**config.mk**
```make
export PLATFORM = sky130hd
export DESIGN_NAME = rvex_ram
export DESIGN_NICKNAME = d
export VERILOG_FILES = /design/src/design/assert_macros.svh /design/src/design/rvex_ram.sv
export SDC_FILE = /design/constraint.sdc
export NUM_CORES = 1
export LEC_CHECK = 0
export BUFFER_PORTS_ARGS = -buffer_cell sky130_fd_sc_hd__buf_2
export CAP_MARGIN = 20
export CORE_ASPECT_RATIO = 1.25
export CORE_UTILIZATION = 25
export CTS_CLUSTER_SIZE = 10
export DETAILED_ROUTE_END_ITERATION = 10
export GPL_ROUTABILITY_DRIVEN = 0
export MAX_ROUTING_LAYER = met4
export PLACE_DENSITY = 0.43
export SYNTH_ARGS = -nofsm -noshare
export SYNTH_HDL_FRONTEND = slang
export SYNTH_SLANG_ARGS = --single-unit
export TNS_END_PERCENT = 100
```
**constraint.sdc**
```tcl
create_clock -name clk -period 4.5 [get_ports clk]
set_input_delay 1.125 -clock clk [delete_from_list [all_inputs] [get_ports clk]]
set_output_delay 1.125 -clock clk [all_outputs]
set_load 0.02 [all_outputs]
```
**src/design/assert_macros.svh**
```systemverilog
// ----------------------------------------------------------------------------
// Assertion macros
// Shared concurrent assertion shorthands for the execute unit.
// ----------------------------------------------------------------------------
`ifndef ASSERT_MACROS_SVH
`define ASSERT_MACROS_SVH

// The consequent must hold in the same cycle as the antecedent.
`define ASSERT_IMPLIES(lbl, clk, rst_n, ante, cons) \
	lbl: assert property (@(posedge clk) disable iff (!rst_n) (ante) |-> (cons)) \
	else $error("implication check failed");

// The consequent must hold in the cycle after the antecedent.
`define ASSERT_NEXT(lbl, clk, rst_n, ante, cons) \
	lbl: assert property (@(posedge clk) disable iff (!rst_n) (ante) |=> (cons)) \
	else $error("next-cycle check failed");

`endif

```
**src/design/rvex_ram.sv**
```systemverilog
// ----------------------------------------------------------------------------
// Generic RAM
// One write port and one read port with registered, enabled read data.
// ----------------------------------------------------------------------------
module rvex_ram #(
	parameter int WIDTH = 8,
	parameter int DEPTH = 16,
	localparam int AW = $clog2(DEPTH)
) (
	input  logic             clk,
	input  logic             we,
	input  logic [AW-1:0]    waddr,
	input  logic [WIDTH-1:0] wdata,
	input  logic             re,
	input  logic [AW-1:0]    raddr,
	output logic [WIDTH-1:0] rdata
);

	logic [WIDTH-1:0] mem [DEPTH];

	always_ff @(posedge clk) begin
		if (we) begin
			mem[waddr] <= wdata;
		end
		if (re) begin
			rdata <= mem[raddr];
		end
	end

endmodule

```
==> results of run 1 <==
[power by group through the flow]
stage / sequential [W] / combinational [W] / clock [W]
after detailed placement: 0.00146 / 0.000138 / 0
after CTS: 0.00144 / 0.000138 / 0.00137
after global placement: 0.00146 / 0.000136 / 0
after floorplan: 0.00147 / 0.0000720 / 0
after global routing: 0.00144 / 0.000145 / 0.00142
final: 0.00144 / 0.000133 / 0.00134
[metal layers]
metal | vias up | share of wire | global-route usage
li1 | 1064 | - | -
met1 | 1259 | 0.46 | 0.138
met2 | 54 | 0.50 | 0.182
met3 | 8 | 0.037 | 0.0335
met4 | 0 | 0.011 | 0.0396
met5 | - | 0 | -
[cells in the mapped netlist, types with 2 or more instances]
| cell | number |
|---|---|
| edfxtp_1 | 136 |
| buf_2 | 3 |
| a22oi_1 | 16 |
| nand2b_1 | 2 |
| nand2_1 | 9 |
| mux4_1 | 14 |
| nor2_1 | 13 |
| buf_6 | 3 |
| nand3b_1 | 2 |
| mux4_2 | 18 |
| clkdlybuf4s25_2 | 3 |
| nor3_1 | 4 |
[cell families (layout without fill, tap and decap cells)]
family                 count (synthesis)  after routing  share of synthesized area
buffers and inverters                 10             63                     0.0165
and+or+nand+nor                       35             35                     0.0314
muxes                                 32             32                      0.148
DFF                                  136            136                      0.781
AOI/OAI and AO/OA                     16             16                     0.0230
[sequential cells by signal, summed over array words and instances (netlist names)]
register,cells
mem,128
rdata,8
[path summary, 6_finish.rpt]
kind / start / endpoint / slack (ns) / depth (start not counted)
min reg2reg: mem[14][5] / rdata[5] / 0.76 / 3
max: raddr[0] / rdata[5] / 1.93 / 5
max reg2reg: mem[8][4] / rdata[4] / 2.96 / 3
min: mem[14][5] / rdata[5] / 0.76 / 3
[area by class of cell]
class	instances	area, um2
fillers	2022	14100
repair buffers	31	168
well taps	270	338
multi-input cells	83	1060
clock buffers	20	437
flip-flops and latches	136	4080
clock inverters	12	133
[through the flow]
| stage | hold WS [ns] | instances | utilization | setup slack (ns) | total power [W] |
|---|---|---|---|---|---|
| finish | 0.757 | 552 | 0.306 | 1.93 | 0.00291 |
| floorplan | 0.705 | 229 | - | 1.88 | 0.00154 |
| CTS | 0.755 | 552 | 0.306 | 1.89 | 0.00294 |
| global route | 0.793 | 552 | 0.306 | 1.85 | 0.00300 |
| global placement | 0.747 | 520 | 0.278 | 1.45 | 0.00160 |
| detailed placement | 0.740 | 520 | 0.278 | 1.45 | 0.00160 |
[worst max-delay path, cell delays in order]
cell	delay [ns]
buf_2	0.32
buf_4	0.35
mux4_1	0.58
a22oi_1	0.26
nand2_1	0.08
==> impl_metrics.env, run 1 <==
export IMPL_outcome="completed"
export IMPL_p_seq_frac=0.493
export IMPL_ys_warn_count=0
export IMPL_placed_cell_area_um2=5650
export IMPL_grt_pass1_vias=2551
export IMPL_clk_path_buf_depth=2
export IMPL_pwr_share_clk=0.461
export IMPL_vias=2385
export IMPL_min_period_ns=2.57
export IMPL_drive_gt1_frac=0.266
export IMPL_firstDrtPassIters=4
export IMPL_grt_usage=0.114
export IMPL_synthArstFlopShare=0
export IMPL_synth_edf_count=136
export IMPL_critPathCaptureType="flop"
export IMPL_min_period_over_period=0.570
export IMPL_die_x_um=131
export IMPL_cts_resized=0
export IMPL_nets=288
export IMPL_h_tree_depth=4
export IMPL_skew_ns=0.00826
export IMPL_routedWlPerCell_um=20.0
export IMPL_ioPinCount=27
export IMPL_clock_root_buffer="clkbuf_16"
export IMPL_p_leak_nw=2.02
export IMPL_start_util=0.257
export IMPL_yosys_top_cells_area="edfxtp_1 (78%), mux4_2 (7.8%), mux4_1 (7.0%)"
export IMPL_drc=0
export IMPL_cts_buffers=17
export IMPL_wl_mm=11.0
export IMPL_criticalPathCategory="in -> reg"
export IMPL_hpwlAfterDp_mm=6.97
export IMPL_grt_pass1_wl_mm=16.4
export IMPL_synth_net_count=248
export IMPL_io_buffers=26
export IMPL_die_y_um=164
export IMPL_fmax_mhz=390
export IMPL_final_antenna_net_count=0
export IMPL_p_per_area_nw_per_um2=468
export IMPL_area_growth_pct=19.0
export IMPL_cts_tree="built"
export IMPL_min_path_type="reg -> reg"
export IMPL_p_int_w=0.00234
export IMPL_syn_area_per_cell_um2=22.8
export IMPL_final_common_cell="edfxtp_1"
export IMPL_drv_cap=0
export IMPL_ys_types=18
export IMPL_grt_max_degree=33
export IMPL_slew_viol_final=0
export IMPL_fin_area_um2=6220
export IMPL_tightest_slew_ns=1.01
export IMPL_core_um2=20300
export IMPL_critPathMaxFanout=13
export IMPL_critPathArrivalTime_ns=2.73
export IMPL_diodes=0
export IMPL_grt_setup_unrepaired="false"
export IMPL_combPwrFrac=0.046
export IMPL_timing_slew_headroom=0.325
export IMPL_crit_required_ns=4.66
export IMPL_start_kind="input port"
export IMPL_insertion_delay_ns=0.41
export IMPL_synth_seq_cells=136
export IMPL_peakVddDrop_uv=240
export IMPL_synth_area_um2=5230
export IMPL_gr_total_overflow=0
export IMPL_synth_top_cell_area_share=0.781
export IMPL_viasPerCell=4.32
export IMPL_yosysSeqAreaShare=0.781
export IMPL_p_sw_frac=0.197
export IMPL_hold_violations=0
export IMPL_power_switching_w=0.000575
export IMPL_fin_tns_setup_ns=0
export IMPL_clkSinkCount=136
export IMPL_finalSetupViolCount=0
export IMPL_postCtsSetupBuffers=0
export IMPL_die_area_um2=21500
export IMPL_drt_iter0_drc=120
export IMPL_rows=58
export IMPL_ctsHoldBuffers=0
export IMPL_synth_ff_type="edfxtp_1"
export IMPL_synth_top_area_cell="edfxtp_1"
export IMPL_antenna_found_initial=0
export IMPL_clkSlewWorstSetupHoldPaths_ns=0.05
export IMPL_syn_inst=229
export IMPL_final_cell_mix="edfxtp_1 (136), buf_2 (26), mux4_2 (18), clkbuf_16 (17), a22oi_1 (16)"
Note: power is estimated with default switching activity, not from simulation.
==> run 2: changes to the inputs <==
--- a/config.mk
+++ b/config.mk
@@ -13,7 +13,7 @@
 export DETAILED_ROUTE_END_ITERATION = 10
 export GPL_ROUTABILITY_DRIVEN = 0
 export MAX_ROUTING_LAYER = met4
-export PLACE_DENSITY = 0.43
+export PLACE_DENSITY = 0.45
 export SYNTH_ARGS = -nofsm -noshare
 export SYNTH_HDL_FRONTEND = slang
 export SYNTH_SLANG_ARGS = --single-unit
==> constraint.sdc (replaced) <==
create_clock -name clk -period 2.3 [get_ports clk]
set_input_delay 0.575 -clock clk [delete_from_list [all_inputs] [get_ports clk]]
set_output_delay 0.575 -clock clk [all_outputs]
set_load 0.02 [all_outputs]
==> run 2 against run 1 <==
  * Routed wire length is 3.3% lower
  * Register-to-register slack worse by 2.2 ns
  * Cell area grew 2.6%
  * Non-clock buffer count grew 17
  * Clock power grew 95%
  * Via count increased by 0.34%
  * Power is 95% higher
  * Critical path depth stayed put
  * Worst hold slack worse by 0.21 ns
  * Sequential power up 95%
  * Global-route usage down 0.28 points
  * Critical endpoint is now rdata[2]
  * Largest power group unchanged
==> impl_metrics.env, run 2 (synthesis results as in run 1) <==
export IMPL_clkSlewWorstSetupHoldPaths_ns=0.06
export IMPL_ctsHoldBuffers=0
export IMPL_p_per_area_nw_per_um2=892
export IMPL_crit_family="multiplexers"
export IMPL_timing_slew_headroom=0.668
export IMPL_final_antenna_net_count=0
export IMPL_nets=305
export IMPL_rows=58
export IMPL_min_period_over_period=0.778
export IMPL_hold_violations=0
export IMPL_rr_worst_depth=3
export IMPL_clock_root_buffer="clkbuf_16"
export IMPL_fin_area_um2=6380
export IMPL_final_cells=569
export IMPL_top_register="mem"
export IMPL_start_util=0.257
export IMPL_cp_slowest_cell="mux4_1"
export IMPL_largestRegisters="mem: 128 flops, rdata: 8 flops"
export IMPL_viasPerCell=4.21
export IMPL_crit_required_ns=2.46
export IMPL_min_period_ns=1.79
export IMPL_die_area_um2=21500
export IMPL_rr_endpoint="rdata[6]"
export IMPL_grt_max_degree=33
export IMPL_insertion_delay_ns=0.42
export IMPL_cts_tree="built"
export IMPL_placed_cell_area_um2=5800
export IMPL_final_common_cell="edfxtp_1"
export IMPL_postCtsSetupBuffers=0
export IMPL_critical_path_cell_chain="buf_2 > buf_4 > mux4_1 > a22oi_1 > nand2_1"
export IMPL_drv_cap=0
export IMPL_skew_ns=0.0142
export IMPL_tightest_slew_ns=0.498
export IMPL_hold_path_depth=1
export IMPL_critPathCaptureType="flop"
export IMPL_outcome="completed"
export IMPL_crit_buf_inv=2
export IMPL_core_um2=20300
export IMPL_diodes=0
export IMPL_clk_path_buf_depth=2
export IMPL_cts_resized=0
export IMPL_area_growth_pct=22.1
export IMPL_criticalPathCategory="in -> reg"
export IMPL_p_leak_nw=2.10
export IMPL_antenna_found_initial=0
export IMPL_max_stage_delay_ns=0.58
export IMPL_finalSetupViolCount=0
export IMPL_start_kind="input port"
export IMPL_cp_depth=5
export IMPL_dp_cells=537
export IMPL_setup_ws_ns=0.511
export IMPL_largest_reg_flops=128
export IMPL_min_path_type="in -> reg"
export IMPL_routedWlPerCell_um=18.7
export IMPL_grt_usage=0.111
export IMPL_gr_total_overflow=0
export IMPL_cp_endpoint="rdata[2]"
export IMPL_fmax_mhz=559
export IMPL_die_x_um=131
export IMPL_drc=0
export IMPL_ioPinCount=27
export IMPL_r2r_slack_ns=0.75
export IMPL_firstDrtPassIters=6
export IMPL_grt_setup_unrepaired="false"
export IMPL_wl_mm=10.7
export IMPL_hpwlAfterDp_mm=6.96
export IMPL_io_buffers=26
export IMPL_crit_start="raddr[0]"
export IMPL_final_cell_mix="edfxtp_1 (136), buf_2 (26), buf_4 (20), mux4_2 (18), clkbuf_16 (17)"
export IMPL_grt_pass1_wl_mm=16.1
export IMPL_die_y_um=164
export IMPL_grt_pass1_vias=2599
export IMPL_post_place_ws_ns=-0.0111
export IMPL_cts_buffers=17
export IMPL_vias=2393
export IMPL_clkSinkCount=136
export IMPL_drt_iter0_drc=60
export IMPL_timing_rr_start="mem[11][6]"
export IMPL_peakVddDrop_uv=473
export IMPL_slew_viol_final=0
export IMPL_drive_gt1_frac=0.328
export IMPL_critPathArrivalTime_ns=1.95
export IMPL_h_tree_depth=4
export IMPL_critPathMaxFanout=13
## run 2: cell types whose count changed in the layout (fill, tap and decap cells not counted), moves of 2 or more
cell / before / now
buf_12: 0 / 2
buf_4: 5 / 20
clkbuf_1: 3 / 1
clkinv_1: 5 / 0
clkinv_2: 3 / 1
clkinv_4: 1 / 3
clkinvlp_4: 0 / 7
## run 2: through the flow
step | total power, W | util | hold WS, ns | TNS, ns
global placement | 0.00314 | 0.285 | 0.731 | 0
detailed placement | 0.00314 | 0.285 | 0.745 | -0.0111
CTS | 0.00576 | 0.314 | 0.527 | 0
finish | 0.00569 | 0.314 | 0.544 | 0
global route | 0.00587 | 0.314 | 0.545 | 0
floorplan | 0.00301 | - | 0.674 | 0
## run 2: worst min-delay path by stage
stage / start / to
after floorplan: wdata[0] / mem[0][0]
after global placement: mem[12][2] / rdata[2]
after detailed placement: mem[14][3] / rdata[3]
after CTS: wdata[3] / mem[0][3]
after global routing: re / rdata[3]
final: wdata[1] / mem[14][1]
## run 2: routing by layer
layer,routed length [um],global-route usage
met5,0,-
met4,149,0.0523
met3,348,0.0298
met2,5390,0.179
met1,4780,0.130
## run 2: power breakdown
| part | internal, W | switching, W |
|---|---|---|
| Clock | 0.00160 | 0.00101 |
| Sequential | 0.00279 | 0.0000153 |
| Combinational | 0.000113 | 0.000160 |
| Total | 0.00450 | 0.00119 |
## run 2: final cells by class
| class | count | area, um2 |
|---|---|---|
| sequential | 136 | 4080 |
| tap | 270 | 338 |
| timing repair buffer | 48 | 320 |
| clock inverter | 14 | 153 |
| clock buffer | 18 | 429 |
| multi-input combinational | 83 | 1060 |
| fill | 2013 | 13900 |
